### src/trd_pkg.sv
package trd_pkg;

    // Report framing
    localparam int unsigned REPORT_LEN = 5;
    localparam int unsigned IDX_W      = 3;
    localparam int unsigned SYNC_POS   = 7;
    localparam int unsigned TOUCH_POS  = 6;

    // Field widths
    localparam int unsigned BYTE_W  = 8;
    localparam int unsigned REG_W   = 16;
    localparam int unsigned RAW_W   = 15;
    localparam int unsigned PROD_W  = REG_W + RAW_W;
    localparam int unsigned QUOT_W  = PROD_W - 13;
    localparam int unsigned ADDR_W  = 2;

    // Full-scale raw count, 2^14 - 1
    localparam int unsigned FULL_SHIFT = 14;
    localparam logic [FULL_SHIFT:0] RAW_FULL_SCALE = 15'd16383;

    // Register reset values
    localparam logic [REG_W-1:0] SCREEN_W_RST = 16'd4096;
    localparam logic [REG_W-1:0] SCREEN_H_RST = 16'd4096;
    localparam logic [REG_W-1:0] FLIP_RST     = 16'd0;

    // Configuration register indexes
    typedef enum logic [ADDR_W-1:0] {
        CFG_SCREEN_WIDTH  = 2'd0,
        CFG_SCREEN_HEIGHT = 2'd1,
        CFG_FLIP_X_ORIGIN = 2'd2,
        CFG_FLIP_Y_ORIGIN = 2'd3
    } t_cfg_reg;

    // Raw coordinate: high byte shifted by 7, low byte ORed in as a full byte
    function automatic logic [RAW_W-1:0] raw_coord(
        input logic [BYTE_W-1:0] lo,
        input logic [BYTE_W-1:0] hi
    );
        raw_coord = {hi, 7'd0} | {7'd0, lo};
    endfunction

    // Floor division by 2^14 - 1 using p = a*16383 + (a + r), applied twice.
    function automatic logic [QUOT_W-1:0] div_full_scale(input logic [PROD_W-1:0] p);
        logic [QUOT_W-2:0]     a;
        logic [FULL_SHIFT-1:0] r;
        logic [QUOT_W-1:0]     b;
        logic [3:0]            c;
        logic [FULL_SHIFT:0]   e;
        logic                  carry;
        a = p[PROD_W-1:FULL_SHIFT];
        r = p[FULL_SHIFT-1:0];
        b = {1'b0, a} + {4'd0, r};
        c = b[QUOT_W-1:FULL_SHIFT];
        e = {11'd0, c} + {1'b0, b[FULL_SHIFT-1:0]};
        carry = (e >= RAW_FULL_SCALE);
        div_full_scale = {1'b0, a} + {14'd0, c} + {17'd0, carry};
    endfunction

    // Scale result cut to 16 bits, then optional flip about the origin
    function automatic logic [REG_W-1:0] flip_axis(
        input logic [QUOT_W-1:0] q,
        input logic [REG_W-1:0]  origin
    );
        flip_axis = (origin != '0) ? origin - q[REG_W-1:0] : q[REG_W-1:0];
    endfunction

endpackage

### src/touch_report_decoder.sv
// Touch report decoder. Serial bytes from a touch controller enter on the
// slave stream, one per transaction. Bytes are dropped until one with bit 7
// set arrives; that byte and the next four form a 5-byte report, with no
// further sync check. For each report one transaction leaves on the master
// stream: tuser is the touch flag (bit 6 of the first byte, 1 = touch,
// 0 = release), tdata carries X and Y, each raw coordinate (hi << 7) | lo
// scaled as scale * raw / 16383, cut to 16 bits and, when the flip origin
// register is nonzero, replaced by origin - value (mod 2^16).
// Rate: one byte per clock, with no gaps between reports, while the sink
// keeps up. A result passes through the registered coordinate multipliers
// (stage 1), then through the divide-by-16383 and flip logic feeding the
// output register (stage 2). Both stages move whenever the output register
// is empty or being read, so the slave side only stalls when both stages
// hold a result the sink has not taken. The user must write configuration
// registers only while the block is idle; the block itself does not enforce this.
module touch_report_decoder
    import trd_pkg::*;
(
    input  logic                i_clk,
    input  logic                i_rst_n,

    // Configuration write port
    input  logic                i_cfg_we,
    input  logic [ADDR_W-1:0]   i_cfg_addr,
    input  logic [REG_W-1:0]    i_cfg_wdata,

    // Byte stream in
    input  logic                s_axis_tvalid,
    output logic                s_axis_tready,
    input  logic [BYTE_W-1:0]   s_axis_tdata,   // [7:0] rx_byte

    // Report stream out
    output logic                m_axis_tvalid,
    input  logic                m_axis_tready,
    output logic [2*REG_W-1:0]  m_axis_tdata,   // [15:0] pos_x, [31:16] pos_y
    output logic                m_axis_tuser    // [0] touched
);

    // Configuration registers
    logic [REG_W-1:0] r_screen_w, r_screen_h, r_flip_x, r_flip_y;

    always_ff @(posedge i_clk) begin
        if (!i_rst_n) begin
            r_screen_w <= SCREEN_W_RST;
            r_screen_h <= SCREEN_H_RST;
            r_flip_x   <= FLIP_RST;
            r_flip_y   <= FLIP_RST;
        end else if (i_cfg_we) begin
            unique case (t_cfg_reg'(i_cfg_addr))
                CFG_SCREEN_WIDTH:  r_screen_w <= i_cfg_wdata;
                CFG_SCREEN_HEIGHT: r_screen_h <= i_cfg_wdata;
                CFG_FLIP_X_ORIGIN: r_flip_x   <= i_cfg_wdata;
                CFG_FLIP_Y_ORIGIN: r_flip_y   <= i_cfg_wdata;
                default:           ;
            endcase
        end
    end

    // Flow control: both stages advance when the output register frees up
    logic r_out_valid, r_prod_valid;
    logic out_free, prod_free, in_acc, last_byte;

    assign out_free      = !r_out_valid || m_axis_tready;
    assign prod_free     = !r_prod_valid || out_free;
    assign s_axis_tready = prod_free;
    assign in_acc        = s_axis_tvalid && s_axis_tready;

    // Report assembly: index 0 is hunting for the sync byte
    logic [IDX_W-1:0]  r_byte_idx, n_byte_idx;
    logic [BYTE_W-1:0] r_report [REPORT_LEN-1];

    assign last_byte = (r_byte_idx == IDX_W'(REPORT_LEN - 1));

    always_comb begin
        n_byte_idx = r_byte_idx;
        if (in_acc) begin
            priority if (r_byte_idx == '0) begin
                if (s_axis_tdata[SYNC_POS]) n_byte_idx = IDX_W'(1);
            end else if (last_byte) begin
                n_byte_idx = '0;
            end else begin
                n_byte_idx = r_byte_idx + IDX_W'(1);
            end
        end
    end

    always_ff @(posedge i_clk) begin
        if (!i_rst_n) r_byte_idx <= '0;
        else          r_byte_idx <= n_byte_idx;
    end

    // Bytes 0..3 are stored; byte 4 goes straight into the multiplier
    always_ff @(posedge i_clk) begin
        if (in_acc && !last_byte && (r_byte_idx != '0 || s_axis_tdata[SYNC_POS]))
            r_report[r_byte_idx[1:0]] <= s_axis_tdata;
    end

    // Stage 1: registered products scale * raw
    logic [RAW_W-1:0]  raw_x, raw_y;
    logic [PROD_W-1:0] r_prod_x, r_prod_y;
    logic              r_prod_touch;

    assign raw_x = raw_coord(r_report[1], r_report[2]);
    assign raw_y = raw_coord(r_report[3], s_axis_tdata);

    always_ff @(posedge i_clk) begin
        if (!i_rst_n) begin
            r_prod_valid <= 1'b0;
        end else if (prod_free) begin
            r_prod_valid <= in_acc && last_byte;
        end
    end

    always_ff @(posedge i_clk) begin
        if (in_acc && last_byte) begin
            r_prod_x     <= PROD_W'(r_screen_w) * PROD_W'(raw_x);
            r_prod_y     <= PROD_W'(r_screen_h) * PROD_W'(raw_y);
            r_prod_touch <= r_report[0][TOUCH_POS];
        end
    end

    // Stage 2: divide by full scale, flip, into the output register
    logic [REG_W-1:0] r_pos_x, r_pos_y;
    logic             r_touch;

    always_ff @(posedge i_clk) begin
        if (!i_rst_n) begin
            r_out_valid <= 1'b0;
        end else if (out_free) begin
            r_out_valid <= r_prod_valid;
        end
    end

    always_ff @(posedge i_clk) begin
        if (out_free && r_prod_valid) begin
            r_pos_x <= flip_axis(div_full_scale(r_prod_x), r_flip_x);
            r_pos_y <= flip_axis(div_full_scale(r_prod_y), r_flip_y);
            r_touch <= r_prod_touch;
        end
    end

    assign m_axis_tvalid = r_out_valid;
    assign m_axis_tdata  = {r_pos_y, r_pos_x};
    assign m_axis_tuser  = r_touch;

`ifndef SYNTHESIS
    a_idx_range: assert property (@(posedge i_clk) disable iff (!i_rst_n)
        r_byte_idx <= IDX_W'(REPORT_LEN - 1))
        else $error("byte index out of range");

    a_hunt_drop: assert property (@(posedge i_clk) disable iff (!i_rst_n)
        (in_acc && r_byte_idx == '0 && !s_axis_tdata[SYNC_POS]) |=> (r_byte_idx == '0))
        else $error("non-sync byte opened a report");

    a_report_done: assert property (@(posedge i_clk) disable iff (!i_rst_n)
        (in_acc && last_byte) |=> (r_prod_valid && r_byte_idx == '0))
        else $error("completed report did not reach the product stage");

    a_prod_hold: assert property (@(posedge i_clk) disable iff (!i_rst_n)
        (r_prod_valid && !out_free) |=> (r_prod_valid && !$past(s_axis_tready)))
        else $error("product stage lost a result while stalled");
`endif

endmodule

### config.mk
export PLATFORM = sky130hd
export DESIGN_NAME = touch_report_decoder
export DESIGN_NICKNAME = d
export VERILOG_FILES = /design/src/trd_pkg.sv /design/src/touch_report_decoder.sv
export SDC_FILE = /design/constraint.sdc
export NUM_CORES = 2
export LEC_CHECK = 0
export BUFFER_PORTS_ARGS = -buffer_cell sky130_fd_sc_hd__buf_2
export CELL_PAD_IN_SITES_DETAIL_PLACEMENT = 1
export CELL_PAD_IN_SITES_GLOBAL_PLACEMENT = 2
export CORE_MARGIN = 2
export CORE_UTILIZATION = 42
export DETAILED_ROUTE_END_ITERATION = 16
export PLACE_DENSITY_LB_ADDON = 0.1
export SYNTH_ARGS = -nofsm -noshare
export SYNTH_HDL_FRONTEND = slang
export SYNTH_SLANG_ARGS = --single-unit
### constraint.sdc
create_clock -name i_clk -period 11.6 [get_ports i_clk]
set_clock_uncertainty 0.05 [all_clocks]
set_input_delay 0.58 -clock i_clk [delete_from_list [all_inputs] [get_ports i_clk]]
set_output_delay 0.58 -clock i_clk [all_outputs]
set_load 0.01 [all_outputs]
==> results.txt <==
When the netlist entered floorplanning its net count stood at 3382. The antenna diode count is 0. In this run the worst path has a maximum fanout of 3.

The global-route met3 utilization came out at 0.0241. The violation count after the first detailed-routing iteration is 625. Setup violations remaining at the end of the flow were counted as 0. The post-synthesis simple-gate area fraction came out at 0.168.

For met1 alone, demand over resource in global routing was 0.297. The share of post-route cells with drive strength above 1 came out at 0.0540. After global routing the overflow that remains totals 0. The insertion delay to the later sink of the worst-skew pair is 0.50 ns. In this run the vertical extent of the chip is 251 µm.

The clock transition time at the flip-flop clock pins of the worst setup and hold paths came out at 0.09 ns. For hold timing, the worst endpoint is r_report[2][0]. The number of enable flip-flop cells after synthesis is 121.

The worst register-to-register path begins at r_prod_x[14]. By area the synthesized netlist is led by sky130_fd_sc_hd__fa_1 29%, sky130_fd_sc_hd__edfxtp_1 14%, sky130_fd_sc_hd__ha_1 13%. Across the run, the number of max-cap violations was 0. The initial antenna violation count came out at 1. The number of remaining DRC errors came out at 0. The number of buffers added to fix hold violations after cts is 0.

The count of cells along the worst hold path came out at 1. The area overhead of the layout relative to synthesis came out at 6.55%. The placed instances occupy a cell area of 26700 µm². The starting density of the core is 0.425. After synthesis, the largest family of logic cells by area is adder cells.

The overall via count from detail_route is 18700. Using the TritonRoute via totals, the vias-per-cell ratio works out to 5.32. The number of global-route vias before repair came out at 21000. The core area is 60400 µm². The XOR/XNOR share of the synthesized area came out at 0.0481. The worst min-delay path category is in -> reg. The pin count of the biggest net entering global routing came out at 70. The internal reg-to-reg setup slack is 2.64 ns. The number of register bits inferred by synthesis is 190. The areal power density over the cells is 78.6 nW/µm².

The wire length of the first global-routing pass came out at 117000 µm. In this run, distinct cell masters in the synthesized netlist total 83. The final wirelength came out at 71700 µm. The die boundary width is 251 µm. The mean cell area of the mapped netlist is 9.42 µm². The worst IR drop on VDD came out at 122 µV. The depth of the worst register-to-register path is 37.

The library cell used most frequently in the layout, excluding fill and tap cells, is sky130_fd_sc_hd__nand2_1. The setup path with the least slack is of type reg -> reg. In the synthesized netlist the dominant register cell turns out to be sky130_fd_sc_hd__edfxtp_1. At the pin with the least slew margin, the transition time is 1.17 ns.

The die area came out at 63100 µm². The count of final max-slew check failures is 0. In this run the number of H-tree levels came out at 4. The number of hold violations in the final report came out at 0.

The count of standard-cell rows came out at 90. The aggregate global-route resource usage is 0.240. In this run the most critical hold path is launched from s_axis_tdata[0].

TritonCTS built the clock tree. The total number of clock tree sinks is 190. After routing the design area is 27300 µm². Summing internal, switching and leakage power gives 2.15 mW.

The average wire length per cell after detail routing came out at 20.4 µm. The capture instance of the worst register-to-register path is r_pos_x[13]. The flow ran to the end, and the final reports show no timing, DRC or antenna violations.

In this design, the stage delay of the slowest critical-path cell is 0.57 ns. The critical path capture point type is a flop. Summed over all cells, the static leakage comes to 12.5 nW. Synthesis produced a netlist whose cell count is 2723. Of the total synthesized cell area, the portion taken by full adders, half adders and majority gates is 0.417.

Subtracting the final worst setup slack from the clock period gives 8.96 ns. The synthesis warning total is 0. In the finished design, the share of the clock period the worst path needs comes to 0.772.

The post-synthesis mux area share came out at 0.00312. The area of the mapped netlist is 25700 µm². The share of the synthesized area in compound gates (AO/OA/AOI/OAI) came out at 0.0962. The tightest slew margin relative to the limit is 0.218. The worst setup path is launched from a flop. Setup repair after global routing left no endpoint under its margin. Summing all multi-input logic gate instances after layout gives 18800 µm². The count of filler cells inserted in the layout is 6872. The number of buffers inserted during clock tree synthesis is 17. The post-CTS repair timing setup buffer count is 0. The final worst setup slack came out at 2.64 ns. The setup total negative slack came out at 0 ns. The top-level I/O count is 66. The post-placement worst setup slack came out at 2.59 ns. For this run, the register share of the synthesized area comes to 0.195. The share of flip-flops with an asynchronous set or reset after synthesis is 0. The antenna violation net count after detailed routing is 0. Registers take 5010 µm². sky130_fd_sc_hd__fa_1 takes more of the synthesized area than any other cell. met2 is the most crowded layer.

The worst-case hold slack came out at 0.310 ns. At the worst endpoint, the arrival time is 9.14 ns. After clock tree synthesis, the repair step resized 0 gates.

For this run, the top clock speed supported by timing is 112 MHz. The congestion estimate from routability-driven global placement came to 0.836. The clock passes through at most 2 buffers. The area share of the leading cell type in the synthesized netlist came out at 0.289. The sum of net half-perimeters after detailed placement came out at 57300 µm. The port buffer count came out at 65. The number of nets at the end of the flow is 3385. On the critical path, the stage with the largest delay is an instance of sky130_fd_sc_hd__or4_1.

In the layout the commonest cells are 468 x sky130_fd_sc_hd__nand2_1, 387 x sky130_fd_sc_hd__inv_1, 370 x sky130_fd_sc_hd__fa_1, 258 x sky130_fd_sc_hd__ha_1, 216 x sky130_fd_sc_hd__and2_1. CTS placed an instance of sky130_fd_sc_hd__clkbuf_16 at the clock tree root. For met2 alone, demand over resource in global routing was 0.440. The data required time of the worst path came out at 11.78 ns. The length of the first detailed-routing pass in iterations came out at 4.
[power breakdown]
group | internal [mW] | switching (mW)
Clock | 0.318 | 0.307
Sequential | 0.753 | 0.0292
Combinational | 0.293 | 0.450
[cell families (layout without fill, tap and decap cells)]
family          Yosys count  after routing
xor+xnor                140            140
simple gates            897            897
flops                   190            190
compound gates          364            364
fa+ha+maj               635            635
buf+inv                 489            505
mux                       8              8
[worst max-delay path by stage]
stage	start	endpoint	slack, ns	cells past startpoint
floorplan	r_prod_x[14]	r_pos_x[13]	3.45	37
global placement	r_prod_x[15]	r_pos_x[13]	2.72	35
detailed placement	r_prod_x[14]	r_pos_x[13]	2.59	37
CTS	r_prod_x[14]	r_pos_x[13]	2.54	37
global route	r_prod_x[0]	r_pos_x[13]	1.85	37
finish	r_prod_x[14]	r_pos_x[13]	2.64	37
[metrics by stage]
stage / instances / utilization
floorplan: 2723 / -
global placement: 3489 / 0.443
detailed placement: 3489 / 0.443
CTS: 3521 / 0.453
global route: 3521 / 0.453
finish: 3521 / 0.453
[routing by layer]
metal | wire length (µm) | share of wire
met2 | 37300 | 0.52
met5 | 0 | 0
met3 | 1460 | 0.020
met4 | 2010 | 0.028
met1 | 30900 | 0.43
[critical path, delay by kind of cell (launching register included)]
family | cells | cell delay [ns]
compound gates | 15 | 3.08
xor+xnor | 2 | 0.32
fa+ha+maj | 8 | 2.68
buf+inv | 4 | 0.35
flops | 1 | 0.42
mux | 1 | 0.08
simple gates | 7 | 1.72
[synth_stat cells, types with 5 or more instances]
| cell type | number |
|---|---|
| sky130_fd_sc_hd__nand2_1 | 468 |
| sky130_fd_sc_hd__inv_1 | 388 |
| sky130_fd_sc_hd__fa_1 | 370 |
| sky130_fd_sc_hd__ha_1 | 258 |
| sky130_fd_sc_hd__and2_1 | 216 |
| sky130_fd_sc_hd__edfxtp_1 | 121 |
| sky130_fd_sc_hd__clkbuf_1 | 98 |
| sky130_fd_sc_hd__a21oi_1 | 84 |
| sky130_fd_sc_hd__xnor2_1 | 80 |
| sky130_fd_sc_hd__dfxtp_1 | 69 |
| sky130_fd_sc_hd__a21boi_0 | 65 |
| sky130_fd_sc_hd__xor2_1 | 59 |
| sky130_fd_sc_hd__nor2_1 | 55 |
| sky130_fd_sc_hd__o21ai_0 | 49 |
| sky130_fd_sc_hd__a21o_1 | 48 |
| sky130_fd_sc_hd__nand3_1 | 27 |
| sky130_fd_sc_hd__nor3_1 | 23 |
| sky130_fd_sc_hd__o21bai_1 | 22 |
| sky130_fd_sc_hd__and3_1 | 18 |
| sky130_fd_sc_hd__nor2b_1 | 17 |
| sky130_fd_sc_hd__a31oi_1 | 14 |
| sky130_fd_sc_hd__nand2b_1 | 12 |
| sky130_fd_sc_hd__nand4_1 | 12 |
| sky130_fd_sc_hd__nor4_1 | 11 |
| sky130_fd_sc_hd__o211ai_1 | 11 |
| sky130_fd_sc_hd__mux2i_1 | 8 |
| sky130_fd_sc_hd__a211oi_1 | 6 |
| sky130_fd_sc_hd__o21a_1 | 6 |
| sky130_fd_sc_hd__or2_2 | 6 |
| sky130_fd_sc_hd__a211o_1 | 5 |
| sky130_fd_sc_hd__o22ai_1 | 5 |
[layout make-up]
cell class	instances	area share
clock buffer	19	0.0166
clock inverter	13	0.00549
inverter	389	0.0534
multi-input combinational	2044	0.688
sequential	190	0.183
tap	782	0.0358
timing repair buffer	84	0.0171
[sequential cells by signal, indices dropped and copies added (netlist names)]
name	count
r_pos_x	16
r_prod_y	31
r_byte_idx	3
r_prod_valid	1
r_flip_x	16
r_screen_w	16
r_report	25
r_prod_x	31
r_pos_y	16
r_prod_touch	1
m_axis_tvalid	1
m_axis_tuser	1
r_screen_h	16
r_flip_y	16
(Power assumes the default switching activity.)
